==> src/rtl/preemptive_priority_scheduler_macros.svh <==
`ifndef PREEMPTIVE_PRIORITY_SCHEDULER_MACROS_SVH
`define PREEMPTIVE_PRIORITY_SCHEDULER_MACROS_SVH

// Same-cycle implication, sampled on clk and held off during reset.
`define PPS_ASSERT_NOW(name, pre, post, msg) \
  name: assert property (@(posedge clk) disable iff (!rst_n) (pre) |-> (post)) \
    else $error(msg);

// Next-cycle implication, sampled on clk and held off during reset.
`define PPS_ASSERT_NEXT(name, pre, post, msg) \
  name: assert property (@(posedge clk) disable iff (!rst_n) (pre) |=> (post)) \
    else $error(msg);

`endif

==> src/rtl/pps_pkg.sv <==
package pps_pkg;

  localparam int ACT_W    = 2;
  localparam int ARR_W    = 16;
  localparam int BUR_W    = 16;
  localparam int PRI_W    = 8;
  localparam int TIME_W   = 32;
  localparam int STATUS_W = 3;
  localparam int PID_W    = 5;

  typedef logic [ACT_W-1:0]    action_t;
  typedef logic [TIME_W-1:0]   time_t;
  typedef logic [STATUS_W-1:0] status_t;

  // Action codes; the unused code runs a tick.
  localparam action_t ACT_CLEAR = 2'd0;
  localparam action_t ACT_LOAD  = 2'd1;
  localparam action_t ACT_TICK  = 2'd2;

  localparam status_t STAT_RAN      = 3'd0;
  localparam status_t STAT_IDLE     = 3'd1;
  localparam status_t STAT_LOADED   = 3'd2;
  localparam status_t STAT_REJECTED = 3'd3;
  localparam status_t STAT_CLEARED  = 3'd4;

  localparam time_t TIME_MAX = '1;

  // One row of the process table memory.
  typedef struct packed {
    logic [ARR_W-1:0] arrival;
    logic [BUR_W-1:0] burst;
    logic [BUR_W-1:0] remaining;
    logic [PRI_W-1:0] priority_lvl;
    time_t            start_time;
  } entry_t;

  typedef enum logic [1:0] {
    ST_IDLE,
    ST_SCAN,
    ST_FINISH
  } state_t;

  function automatic time_t sat_inc(time_t v);
    return (v == TIME_MAX) ? v : v + time_t'(1);
  endfunction

endpackage

==> src/rtl/preemptive_priority_scheduler.sv <==
// Preemptive priority scheduler over a table of MAX_PROCS processes.
//
// Command channel: drive start with in_action and the load fields; the word
// is taken at a rising edge with start high and busy low. Clear empties the
// table and resets time; load appends a process at the next free slot
// (pid = slot + 1); tick runs the best arrived, unfinished process for one
// time unit (higher priority, then earlier arrival, then lower pid).
//
// Result channel: every command yields one result word, shown for exactly
// one cycle with out_valid high. The receiver cannot stall it; the word is
// gone after that cycle.
//
// Timing: clear and load never raise busy; their result appears the cycle
// after acceptance. A tick reads the table memory one row a cycle over the
// N loaded rows, with busy high through the scan and finish states; its
// result word is registered out of the finish state.
//
// Reset (rst_n low, synchronous) empties the table, zeroes time and the
// idle count and drops any result in flight. The table memory itself is
// not cleared; rows at or above the process count are never compared.
module preemptive_priority_scheduler
  import pps_pkg::*;
#(
  parameter int MAX_PROCS = 16
) (
  input  logic                clk,
  input  logic                rst_n,
  input  logic                start,
  output logic                busy,
  input  logic [ACT_W-1:0]    in_action,
  input  logic [ARR_W-1:0]    in_arrival,
  input  logic [BUR_W-1:0]    in_burst,
  input  logic [PRI_W-1:0]    in_priority_req,
  output logic                out_valid,
  output logic [STATUS_W-1:0] out_status,
  output logic [PID_W-1:0]    out_pid,
  output logic                out_completed,
  output logic [TIME_W-1:0]   out_completion_time,
  output logic [TIME_W-1:0]   out_turnaround,
  output logic [TIME_W-1:0]   out_waiting,
  output logic [TIME_W-1:0]   out_response,
  output logic [TIME_W-1:0]   out_idle_ticks,
  output logic                out_all_done
);

  `include "preemptive_priority_scheduler_macros.svh"

  localparam int IDX_W = (MAX_PROCS > 1) ? $clog2(MAX_PROCS) : 1;
  localparam int CNT_W = $clog2(MAX_PROCS + 1);
  localparam logic [CNT_W-1:0] CNT_MAX = CNT_W'(MAX_PROCS);

  // Process table: one synchronous memory, one write and one read port.
  entry_t mem [MAX_PROCS];
  entry_t rd_data_r;
  logic             mem_we;
  logic [IDX_W-1:0] mem_waddr;
  entry_t           mem_wdata;
  logic [IDX_W-1:0] mem_raddr;

  state_t state_r, state_nxt;

  logic [CNT_W-1:0]     proc_cnt_r, proc_cnt_nxt;
  logic [CNT_W-1:0]     fin_cnt_r, fin_cnt_nxt;
  time_t                time_r, time_nxt;
  time_t                idle_r, idle_nxt;
  logic [MAX_PROCS-1:0] started_r, started_nxt;
  logic [MAX_PROCS-1:0] done_r, done_nxt;

  // Scan bookkeeping.
  logic [CNT_W-1:0] scan_idx_r, scan_idx_nxt;
  logic             cmp_vld_r, cmp_vld_nxt;
  logic [IDX_W-1:0] cmp_idx_r, cmp_idx_nxt;
  logic             found_r, found_nxt;
  logic [IDX_W-1:0] best_idx_r, best_idx_nxt;
  entry_t           best_ent_r, best_ent_nxt;
  logic [ARR_W:0]   best_ab_r, best_ab_nxt;
  time_t            tick_ct_r, tick_ct_nxt;

  logic                out_valid_r, out_valid_nxt;
  logic [STATUS_W-1:0] out_status_r, out_status_nxt;
  logic [PID_W-1:0]    out_pid_r, out_pid_nxt;
  logic                out_completed_r, out_completed_nxt;
  time_t               out_ct_r, out_ct_nxt;
  time_t               out_tat_r, out_tat_nxt;
  time_t               out_wt_r, out_wt_nxt;
  time_t               out_rt_r, out_rt_nxt;
  time_t               out_idle_r, out_idle_nxt;
  logic                out_all_done_r, out_all_done_nxt;

  logic accept;
  logic is_cand;
  logic better;
  logic [BUR_W-1:0] rem_dec;
  logic             fin_now;
  time_t            start_val;
  logic [CNT_W:0]   load_pid;

  assign busy   = (state_r != ST_IDLE);
  assign accept = start && !busy;

  // Memory ports: read data is registered and arrives the cycle after the address.
  always_ff @(posedge clk) begin
    if (mem_we) begin
      mem[mem_waddr] <= mem_wdata;
    end
    rd_data_r <= mem[mem_raddr];
  end

  // Next state.
  always_comb begin
    state_nxt = state_r;
    case (state_r)
      ST_IDLE: begin
        if (accept && in_action != ACT_CLEAR && in_action != ACT_LOAD) begin
          state_nxt = ST_SCAN;
        end
      end
      ST_SCAN: begin
        // The last row's compare lands in the cycle with no read issued.
        if (scan_idx_r == proc_cnt_r) begin
          state_nxt = ST_FINISH;
        end
      end
      ST_FINISH: state_nxt = ST_IDLE;
      default:   state_nxt = ST_IDLE;
    endcase
  end

  // Candidate test for the row coming back from memory.
  assign is_cand = !done_r[cmp_idx_r] && (TIME_W'(rd_data_r.arrival) <= time_r);
  assign better  = !found_r
                || (rd_data_r.priority_lvl > best_ent_r.priority_lvl)
                || (rd_data_r.priority_lvl == best_ent_r.priority_lvl
                    && rd_data_r.arrival < best_ent_r.arrival);

  // Values for the write-back of the chosen row.
  assign rem_dec   = best_ent_r.remaining - BUR_W'(1);
  assign fin_now   = found_r && (rem_dec == '0);
  assign start_val = started_r[best_idx_r] ? best_ent_r.start_time : time_r;
  assign load_pid  = {1'b0, proc_cnt_r} + (CNT_W+1)'(1);

  // Datapath and result word.
  always_comb begin
    proc_cnt_nxt = proc_cnt_r;
    fin_cnt_nxt  = fin_cnt_r;
    time_nxt     = time_r;
    idle_nxt     = idle_r;
    started_nxt  = started_r;
    done_nxt     = done_r;
    scan_idx_nxt = scan_idx_r;
    cmp_vld_nxt  = 1'b0;
    cmp_idx_nxt  = cmp_idx_r;
    found_nxt    = found_r;
    best_idx_nxt = best_idx_r;
    best_ent_nxt = best_ent_r;
    best_ab_nxt  = best_ab_r;
    tick_ct_nxt  = tick_ct_r;

    mem_we    = 1'b0;
    mem_waddr = proc_cnt_r[IDX_W-1:0];
    mem_wdata = '{arrival: in_arrival, burst: in_burst, remaining: in_burst,
                  priority_lvl: in_priority_req, start_time: '0};
    mem_raddr = scan_idx_r[IDX_W-1:0];

    out_valid_nxt     = 1'b0;
    out_status_nxt    = out_status_r;
    out_pid_nxt       = out_pid_r;
    out_completed_nxt = out_completed_r;
    out_ct_nxt        = out_ct_r;
    out_tat_nxt       = out_tat_r;
    out_wt_nxt        = out_wt_r;
    out_rt_nxt        = out_rt_r;
    out_idle_nxt      = out_idle_r;
    out_all_done_nxt  = out_all_done_r;

    // Fold each returned row into the running best.
    if (cmp_vld_r && is_cand && better) begin
      found_nxt    = 1'b1;
      best_idx_nxt = cmp_idx_r;
      best_ent_nxt = rd_data_r;
      best_ab_nxt  = {1'b0, rd_data_r.arrival} + {1'b0, rd_data_r.burst};
    end

    case (state_r)
      ST_IDLE: begin
        if (accept) begin
          out_valid_nxt     = 1'b1;
          out_pid_nxt       = '0;
          out_completed_nxt = 1'b0;
          out_ct_nxt        = '0;
          out_tat_nxt       = '0;
          out_wt_nxt        = '0;
          out_rt_nxt        = '0;
          out_idle_nxt      = idle_r;
          out_all_done_nxt  = (fin_cnt_r == proc_cnt_r);
          case (in_action)
            ACT_CLEAR: begin
              proc_cnt_nxt     = '0;
              fin_cnt_nxt      = '0;
              time_nxt         = '0;
              idle_nxt         = '0;
              started_nxt      = '0;
              done_nxt         = '0;
              out_status_nxt   = STAT_CLEARED;
              out_idle_nxt     = '0;
              out_all_done_nxt = 1'b1;
            end
            ACT_LOAD: begin
              if (proc_cnt_r >= CNT_MAX || in_burst == '0) begin
                out_status_nxt = STAT_REJECTED;
              end else begin
                mem_we       = 1'b1;
                proc_cnt_nxt = load_pid[CNT_W-1:0];
                started_nxt[proc_cnt_r[IDX_W-1:0]] = 1'b0;
                done_nxt[proc_cnt_r[IDX_W-1:0]]    = 1'b0;
                out_status_nxt   = STAT_LOADED;
                out_pid_nxt      = PID_W'(load_pid);
                out_all_done_nxt = 1'b0;
              end
            end
            default: begin
              // Tick: hold the result word until the scan ends.
              out_valid_nxt = 1'b0;
              scan_idx_nxt  = '0;
              found_nxt     = 1'b0;
              tick_ct_nxt   = sat_inc(time_r);
            end
          endcase
        end
      end
      ST_SCAN: begin
        if (scan_idx_r != proc_cnt_r) begin
          scan_idx_nxt = scan_idx_r + CNT_W'(1);
          cmp_vld_nxt  = 1'b1;
          cmp_idx_nxt  = scan_idx_r[IDX_W-1:0];
        end
      end
      ST_FINISH: begin
        out_valid_nxt     = 1'b1;
        time_nxt          = tick_ct_r;
        out_completed_nxt = 1'b0;
        out_ct_nxt        = '0;
        out_tat_nxt       = '0;
        out_wt_nxt        = '0;
        out_rt_nxt        = '0;
        if (found_r) begin
          mem_we               = 1'b1;
          mem_waddr            = best_idx_r;
          mem_wdata            = best_ent_r;
          mem_wdata.remaining  = rem_dec;
          mem_wdata.start_time = start_val;
          started_nxt[best_idx_r] = 1'b1;
          out_status_nxt = STAT_RAN;
          out_pid_nxt    = PID_W'({1'b0, best_idx_r} + (IDX_W+1)'(1));
          out_idle_nxt   = idle_r;
          if (fin_now) begin
            done_nxt[best_idx_r] = 1'b1;
            fin_cnt_nxt       = fin_cnt_r + CNT_W'(1);
            out_completed_nxt = 1'b1;
            out_ct_nxt        = tick_ct_r;
            out_tat_nxt       = tick_ct_r - TIME_W'(best_ent_r.arrival);
            // Completion never precedes arrival, so this equals the
            // clamped turnaround minus burst.
            out_wt_nxt        = (tick_ct_r >= TIME_W'(best_ab_r))
                              ? tick_ct_r - TIME_W'(best_ab_r) : '0;
            out_rt_nxt        = start_val - TIME_W'(best_ent_r.arrival);
          end
          out_all_done_nxt = (fin_cnt_nxt == proc_cnt_r);
        end else begin
          idle_nxt         = sat_inc(idle_r);
          out_status_nxt   = STAT_IDLE;
          out_pid_nxt      = '0;
          out_idle_nxt     = idle_nxt;
          out_all_done_nxt = (fin_cnt_r == proc_cnt_r);
        end
      end
      default: ;
    endcase
  end

  // Control state.
  always_ff @(posedge clk) begin
    if (!rst_n) begin
      state_r     <= ST_IDLE;
      proc_cnt_r  <= '0;
      fin_cnt_r   <= '0;
      time_r      <= '0;
      idle_r      <= '0;
      started_r   <= '0;
      done_r      <= '0;
      cmp_vld_r   <= 1'b0;
      found_r     <= 1'b0;
      out_valid_r <= 1'b0;
    end else begin
      state_r     <= state_nxt;
      proc_cnt_r  <= proc_cnt_nxt;
      fin_cnt_r   <= fin_cnt_nxt;
      time_r      <= time_nxt;
      idle_r      <= idle_nxt;
      started_r   <= started_nxt;
      done_r      <= done_nxt;
      cmp_vld_r   <= cmp_vld_nxt;
      found_r     <= found_nxt;
      out_valid_r <= out_valid_nxt;
    end
  end

  // Payload registers.
  always_ff @(posedge clk) begin
    scan_idx_r      <= scan_idx_nxt;
    cmp_idx_r       <= cmp_idx_nxt;
    best_idx_r      <= best_idx_nxt;
    best_ent_r      <= best_ent_nxt;
    best_ab_r       <= best_ab_nxt;
    tick_ct_r       <= tick_ct_nxt;
    out_status_r    <= out_status_nxt;
    out_pid_r       <= out_pid_nxt;
    out_completed_r <= out_completed_nxt;
    out_ct_r        <= out_ct_nxt;
    out_tat_r       <= out_tat_nxt;
    out_wt_r        <= out_wt_nxt;
    out_rt_r        <= out_rt_nxt;
    out_idle_r      <= out_idle_nxt;
    out_all_done_r  <= out_all_done_nxt;
  end

  assign out_valid           = out_valid_r;
  assign out_status          = out_status_r;
  assign out_pid             = out_pid_r;
  assign out_completed       = out_completed_r;
  assign out_completion_time = out_ct_r;
  assign out_turnaround      = out_tat_r;
  assign out_waiting         = out_wt_r;
  assign out_response        = out_rt_r;
  assign out_idle_ticks      = out_idle_r;
  assign out_all_done        = out_all_done_r;

  `PPS_ASSERT_NOW(a_fin_le_proc, 1'b1, fin_cnt_r <= proc_cnt_r,
    "finished count exceeds process count")
  `PPS_ASSERT_NOW(a_best_in_table, state_r == ST_FINISH && found_r,
    CNT_W'(best_idx_r) < proc_cnt_r, "chosen slot beyond table")
  `PPS_ASSERT_NEXT(a_finish_strobes, state_r == ST_FINISH,
    out_valid && state_r == ST_IDLE, "tick ended without a result")
  `PPS_ASSERT_NOW(a_completed_ran, out_valid && out_completed,
    out_status == STAT_RAN, "completion flagged on a non-run result")

endmodule

==> config.mk <==
export PLATFORM = sky130hd
export DESIGN_NAME = preemptive_priority_scheduler
export DESIGN_NICKNAME = d
export VERILOG_FILES = /design/src/rtl/pps_pkg.sv /design/src/rtl/preemptive_priority_scheduler.sv
export VERILOG_INCLUDE_DIRS = /design/src /design/src/rtl
export SDC_FILE = /design/constraint.sdc
export NUM_CORES = 2
export LEC_CHECK = 0
export ABC_AREA = 1
export ABC_CLOCK_PERIOD_IN_PS = 18650
export BUFFER_PORTS_ARGS = -buffer_cell sky130_fd_sc_hd__buf_4
export CAP_MARGIN = 25
export CORE_MARGIN = 4
export CORE_UTILIZATION = 35
export CTS_CLUSTER_DIAMETER = 60
export CTS_CLUSTER_SIZE = 12
export DETAILED_ROUTE_END_ITERATION = 10
export MAX_ROUTING_LAYER = met4
export PLACE_DENSITY_LB_ADDON = 0.1
export SLEW_MARGIN = 20
export SYNTH_ARGS = -nofsm -noshare
export SYNTH_HDL_FRONTEND = slang
export SYNTH_SLANG_ARGS = --single-unit
==> constraint.sdc <==
create_clock -name clk -period 18.65 [get_ports clk]
set_clock_uncertainty 0.15 [all_clocks]
set_input_delay 1.865 -clock clk [delete_from_list [all_inputs] [get_ports clk]]
set_output_delay 1.865 -clock clk [all_outputs]
set_load 0.05 [all_outputs]
Word-level counts from Yosys, hierarchy flattened
Memories as Yosys holds them, arrays and structs flattened. A register that Yosys moved wholly into a read port is not among the register bits.
Cells that the tools add are included.
W data, S select, Z words.
{"block": "classes", "n_addsub": 11, "multipliers": 0, "div": 0, "magnitude_cmp": 10, "eq_ne": 22, "shift": 0, "n_mux": 97, "bitwise_logic": 6, "n_reduce_logical": 38}
{"op": "$mux W32", "count": 18}
{"op": "$pmux W32 S2", "count": 6}
{"op": "$mux W88", "count": 2}
{"op": "$pmux W16 S2", "count": 4}
{"op": "$mux W16", "count": 7}
{"op": "$mux W5", "count": 14}
{"op": "$add A32 B1 Y32 const B", "count": 2}
{"op": "$eq A32 B32 Y1 const B", "count": 2}
{"op": "$sub A32 B16 Y32", "count": 2}
{"op": "$pmux W5 S2", "count": 4}
{"op": "$and A16 B16 Y16", "count": 2}
{"op": "$ge A32 B17 Y1", "count": 1}
{"op": "$le A16 B32 Y1", "count": 1}
{"op": "$logic_not A16 Y1", "count": 2}
{"op": "$or A16 B16 Y16", "count": 2}
{"op": "$sub A32 B17 Y32", "count": 1}
{"op": "$mux W1", "count": 25}
{"op": "$add A16 B16 Y17", "count": 1}
{"op": "$lt A16 B16 Y1", "count": 1}
{"op": "$ne A2 B2 Y1 const B", "count": 8}
{"op": "$not A16 Y16", "count": 1}
{"op": "$sub A16 B1 Y16 const B", "count": 1}
{"op": "$add A5 B1 Y5 const B", "count": 3}
{"op": "$eq A5 B5 Y1", "count": 3}
{"op": "32 further kinds", "count": 71}
{"block": "word_totals", "regBits": 431, "latchBits": 0, "mem_bits_rw": 1408, "rom_bits": 0, "out_inout_bits": 172, "word_cells": 214, "mem_count": 1}
{"memory": "mem", "depth": 16, "width": 88, "read_ports": 1, "rd_ports_with_merged_regs": 1, "write_ports": 1, "line_no": "preemptive_priority_scheduler.sv:53", "text": "entry_t mem [MAX_PROCS];"}

Logic depth before layout (Yosys ltp)
{"block": "logic_depth", "word_depth": 10, "mapped_depth": 27}

Worst setup path before layout
No wires, ideal clock.
{"block": "synth_path", "path_kind": "input to register", "startpoint": "input in_action[1]", "endpoint": "memory mem[0][0] in the netlist's numbering, enable pin", "setup_time_ns": 0.642, "t_arrival_ns": 8.461, "slack_ns": 9.397, "cell_stages": 7, "cell_sequence": "inv_1 nand2_1 inv_1 nand3_1 nand2_1 inv_1 nor3_1"}
{"block": "synth_via", "elab_chain_len": 6}
{"item": "start, declared", "line_no": "preemptive_priority_scheduler.sv:30", "text": "input logic [ACT_W-1:0] in_action,"}
{"item": "$eq A2 B1 Y1", "line_no": "preemptive_priority_scheduler.sv:196", "text": "case (in_action)"}
{"item": "$mux W1", "line_no": "preemptive_priority_scheduler.sv:196"}
{"item": "$mux W1", "line_no": "preemptive_priority_scheduler.sv:186", "text": "if (accept) begin"}
{"item": "$pmux W1 S2", "line_no": "preemptive_priority_scheduler.sv:184", "text": "case (state_r)"}
{"item": "$mux W1", "line_no": "preemptive_priority_scheduler.sv:103", "text": "if (mem_we) begin"}
{"item": "$mux W1 (not written as such)", "line_no": "preemptive_priority_scheduler.sv:104", "text": "mem[mem_waddr] <= mem_wdata;"}
{"item": "end, declared", "line_no": "preemptive_priority_scheduler.sv:53"}
No other way between the ends.

Worst setup path in the final report
{"block": "layout_path", "startpoint": "input in_burst[5]", "endpoint": "memory mem[12][47] in the netlist's numbering, enable pin"}
{"block": "layout_via", "elab_chain_len": 8}
{"item": "start, declared", "line_no": "preemptive_priority_scheduler.sv:32", "text": "input logic [BUR_W-1:0] in_burst,"}
{"item": "$logic_not A16 Y1", "line_no": "preemptive_priority_scheduler.sv:209", "text": "if (proc_cnt_r >= CNT_MAX || in_burst == '0) begin"}
{"item": "$logic_or A1 B1 Y1", "line_no": "preemptive_priority_scheduler.sv:209"}
{"item": "$mux W1", "line_no": "preemptive_priority_scheduler.sv:209"}
{"item": "$mux W1", "line_no": "preemptive_priority_scheduler.sv:196"}
{"item": "$mux W1", "line_no": "preemptive_priority_scheduler.sv:186"}
{"item": "$pmux W1 S2", "line_no": "preemptive_priority_scheduler.sv:184"}
{"item": "$mux W1", "line_no": "preemptive_priority_scheduler.sv:103"}
{"item": "$mux W1 (not written as such)", "line_no": "preemptive_priority_scheduler.sv:104"}
No other way between the ends.

==> flow_summary.yaml <==
die:
  die_w_um: 487
  ios: 217
  start_util: 0.353
  die_height_um: 487
  rows: 175
  dieArea_sq_mm: 0.238
  core_area_sq_mm: 0.228
clock_tree:
  root_buffer: "clkbuf_16"
  cts_setup_buffers: 0
  cts.sinks: 1927
  clock_latency_ns: 0.87
  tritoncts: "yes"
  ctsResizeCount: 0
  cts.htree.levels: 4
  cts_buffer_depth: 3
  numCtsBuffers: 196
  postCtsHoldBufs: 0
  path_clk_slew_ns: 0.06
route:
  drcViolationCount: 0
  first_pass_iters: 6
  via_per_inst: 5.25
  postRouteWirelength_um: 240000
  vias: 52961
  wl_per_cell_um: 23.8
  antenna_left: 0
  drt_first_iter_violations: 4237
synth:
  synth_area_leaders: "edfxtp_1 (65%), nor2_1 (5.2%), dfxtp_1 (5.0%)"
  syn_avg_cell_area_sq_um: 12.0
  synth_most_common_cell: "edfxtp_1"
  ys_types: 52
  seq_area_frac_synth: 0.695
  synth_edf_count: 1728
  ys_async_sr_fraction: 0
  yosys.area.top_type_share: 0.645
  ys_warn_count: 0
  syn_area_sq_mm: 0.0804
  synth-seq-cells: 1927
  synth_top_cells_by_count: "edfxtp_1 (1728), nor2_1 (1124), nand2_1 (772)"
  syn-num-nets: 6886
  yosysTopAreaCell: "edfxtp_1"
  synth_flop_cell: "edfxtp_1"
  synth_cells: 6719
power_and_ir_drop:
  p_seq_frac: 0.504
  peakVddDrop_mv: 0.0825
  intPower_mw: 7.25
  p_clk_frac: 0.401
  p_sw_frac: 0.253
  pwr-share-comb: 0.095
  switching_power_mw: 2.45
  p_leak_nw: 32.6
  power.density_mw_per_mm2: 105
grt:
  grt_pass1_vias: 51135
  grt_max_degree: 172
  grt_overflow: 0
  antenna_found_initial: 10
  grt_usage: 0.204
  grt_pass1_wl_um: 353000
timing:
  max_clock_freq_ghz: 0.176
  setup_slack_ns: 12.97
  timing.final.crit_share: 0.304
  post-route-min-period_ns: 5.68
  relSlewSlack: 0.264
  rsz0062_at_grt: "false"
  setup_tns_ns: 0
  hold_viol: 0
  setup_viol: 0
  worst_pin_slew_ns: 1.10
  drv_slew: 0
placed_design:
  post-place-cells: 9724
  place_ws_ns: 12.04
  routabilityCongestion: 0.861
  hpwl_um: 149000
  port_buffers: 216
setup_path:
  critical_path_required_ns: 18.96
  crit_arrival_ns: 5.99
  criticalPathCategory: "input pin to flip-flop"
  critPathLaunchType: "input pin"
  r2r_setup_slack_ns: 12.98
  end_kind: "flip-flop"
  critPathMaxFanout: 47
job:
  cap_violations: 0
outcome:
  status: "complete, no violations"
finish:
  area_delta_synth_final_pct: 14.5
  fin_cells: 10093
  drive_above_1_share: 0.104
  nNetsFinal: 7087
hold_path:
  hp-class: "flip-flop to flip-flop"
## cell usage in the layout, fill, tap and decap left out, types with 10 or more instances in the layout
master	synthesis	final
edfxtp_1	1728	1728
nor2_1	1124	1095
nand2_1	772	772
o21ai_0	576	559
inv_1	401	397
buf_4	2	344
nand3_1	301	301
a21oi_1	228	227
o32ai_1	209	209
dfxtp_1	199	199
clkbuf_16	0	197
mux2i_1	144	144
o221ai_1	144	144
ha_1	118	118
clkbuf_1	280	98
nor3_1	65	61
xor2_1	55	55
o211ai_1	43	43
nand4_1	41	41
o21ai_1	22	33
nor2_4	7	24
or2_2	23	23
a31oi_1	21	21
nor2_2	8	20
a22oi_1	20	20
o21a_1	18	18
nor4_1	13	13
xnor2_1	13	13
o21ai_2	6	12
clkbuf_8	0	12
bufinv_16	0	11
inv_2	12	10
## critical path, cell delays in order
cell	delay, ns
buf_4	0.09
nor2_1	0.04
nand2_1	0.06
nor2_1	0.04
nand3_1	0.48
nand2_1	0.23
inv_1	0.16
nand3_1	0.25
nand2_1	0.24
nand3_1	0.33
nor2_4	0.74
buf_4	0.52
buf_4	0.84
## through the flow
| stage | hold slack [ns] | utilization | power [mW] | instance area [sq um] |
|---|---|---|---|---|
| 4_1_cts | 0.253 | 0.404 | 9.82 | 92000 |
| 3_3_place_gp | 0.237 | 0.375 | 5.90 | 85500 |
| 2_1_floorplan | 0.236 | - | 5.55 | 80400 |
| 5_1_grt | 0.259 | 0.404 | 10.1 | 92100 |
| 3_5_place_dp | 0.239 | 0.376 | 5.90 | 85700 |
| 6_report | 0.251 | 0.404 | 9.70 | 92100 |
## worst paths after layout
check	from	cells past startpoint	endpoint
min	rd_data_r[51]$_DFF_P_	0	best_ent_r[51]$_DFFE_PP_
max reg2reg	state_r[1]$_SDFFE_PN0P_	11	mem[8][35]$_DFFE_PP_
max	in_burst[5]	13	mem[12][47]$_DFFE_PP_
min reg2reg	rd_data_r[51]$_DFF_P_	0	best_ent_r[51]$_DFFE_PP_
## area by class of cell
| type | instances | area, sq um |
|---|---|---|
| fill | 21586 | 136000 |
| antenna | 4 | 10.0 |
| sequential | 1927 | 55900 |
| inverter | 413 | 1580 |
| clock inverter | 51 | 822 |
| clock buffer | 307 | 5460 |
| multi-input combinational | 4028 | 21800 |
| tap | 3009 | 3760 |
| timing repair buffer | 354 | 2770 |
## metal layers
| layer | vias to the layer above | routed length [um] | global-route usage |
|---|---|---|---|
| li1 | 24728 | - | - |
| met1 | 26526 | 116000 | 0.296 |
| met2 | 1429 | 107000 | 0.304 |
| met3 | 278 | 13400 | 0.0301 |
| met4 | 0 | 4540 | 0.0428 |
| met5 | - | 0 | - |
## logic make-up (layout without fill, tap and decap cells)
kind of cell,count (synthesis),count (layout),share of synthesized area
AND/OR/NAND/NOR,2374,2374,0.121
XOR/XNOR,69,69,0.00768
multiplexers,144,144,0.0179
buffers and inverters,764,1125,0.0366
other,0,4,0
adder cells (fa/ha/maj),122,122,0.0194
AO/OA/AOI/OAI,1319,1319,0.103
flip-flops,1927,1927,0.695
## power groups by stage
stage          Combinational [mW]  Sequential [mW]  Clock, mW
2_1_floorplan               0.528             5.02          0
3_3_place_gp                0.920             4.98          0
3_5_place_dp                0.926             4.98          0
4_1_cts                     0.929             4.89       4.00
5_1_grt                      1.02             4.89       4.18
6_report                    0.924             4.89       3.89
## state kept, by name (all words and copies together), names as in the netlist, 5 cells and up
signal and cells:
scan_idx_r 5, best_ent_r 88, out_turnaround 32, rd_data_r 88, idle_r 32, out_waiting 32, fin_cnt_r 5, out_response 32
done_r 16, started_r 16, mem 1408, best_ab_r 17, time_r 32, out_completion_time 32, out_pid 5, tick_ct_r 32
out_idle_ticks 32, proc_cnt_r 5
Power figures use the tool's default switching activity.
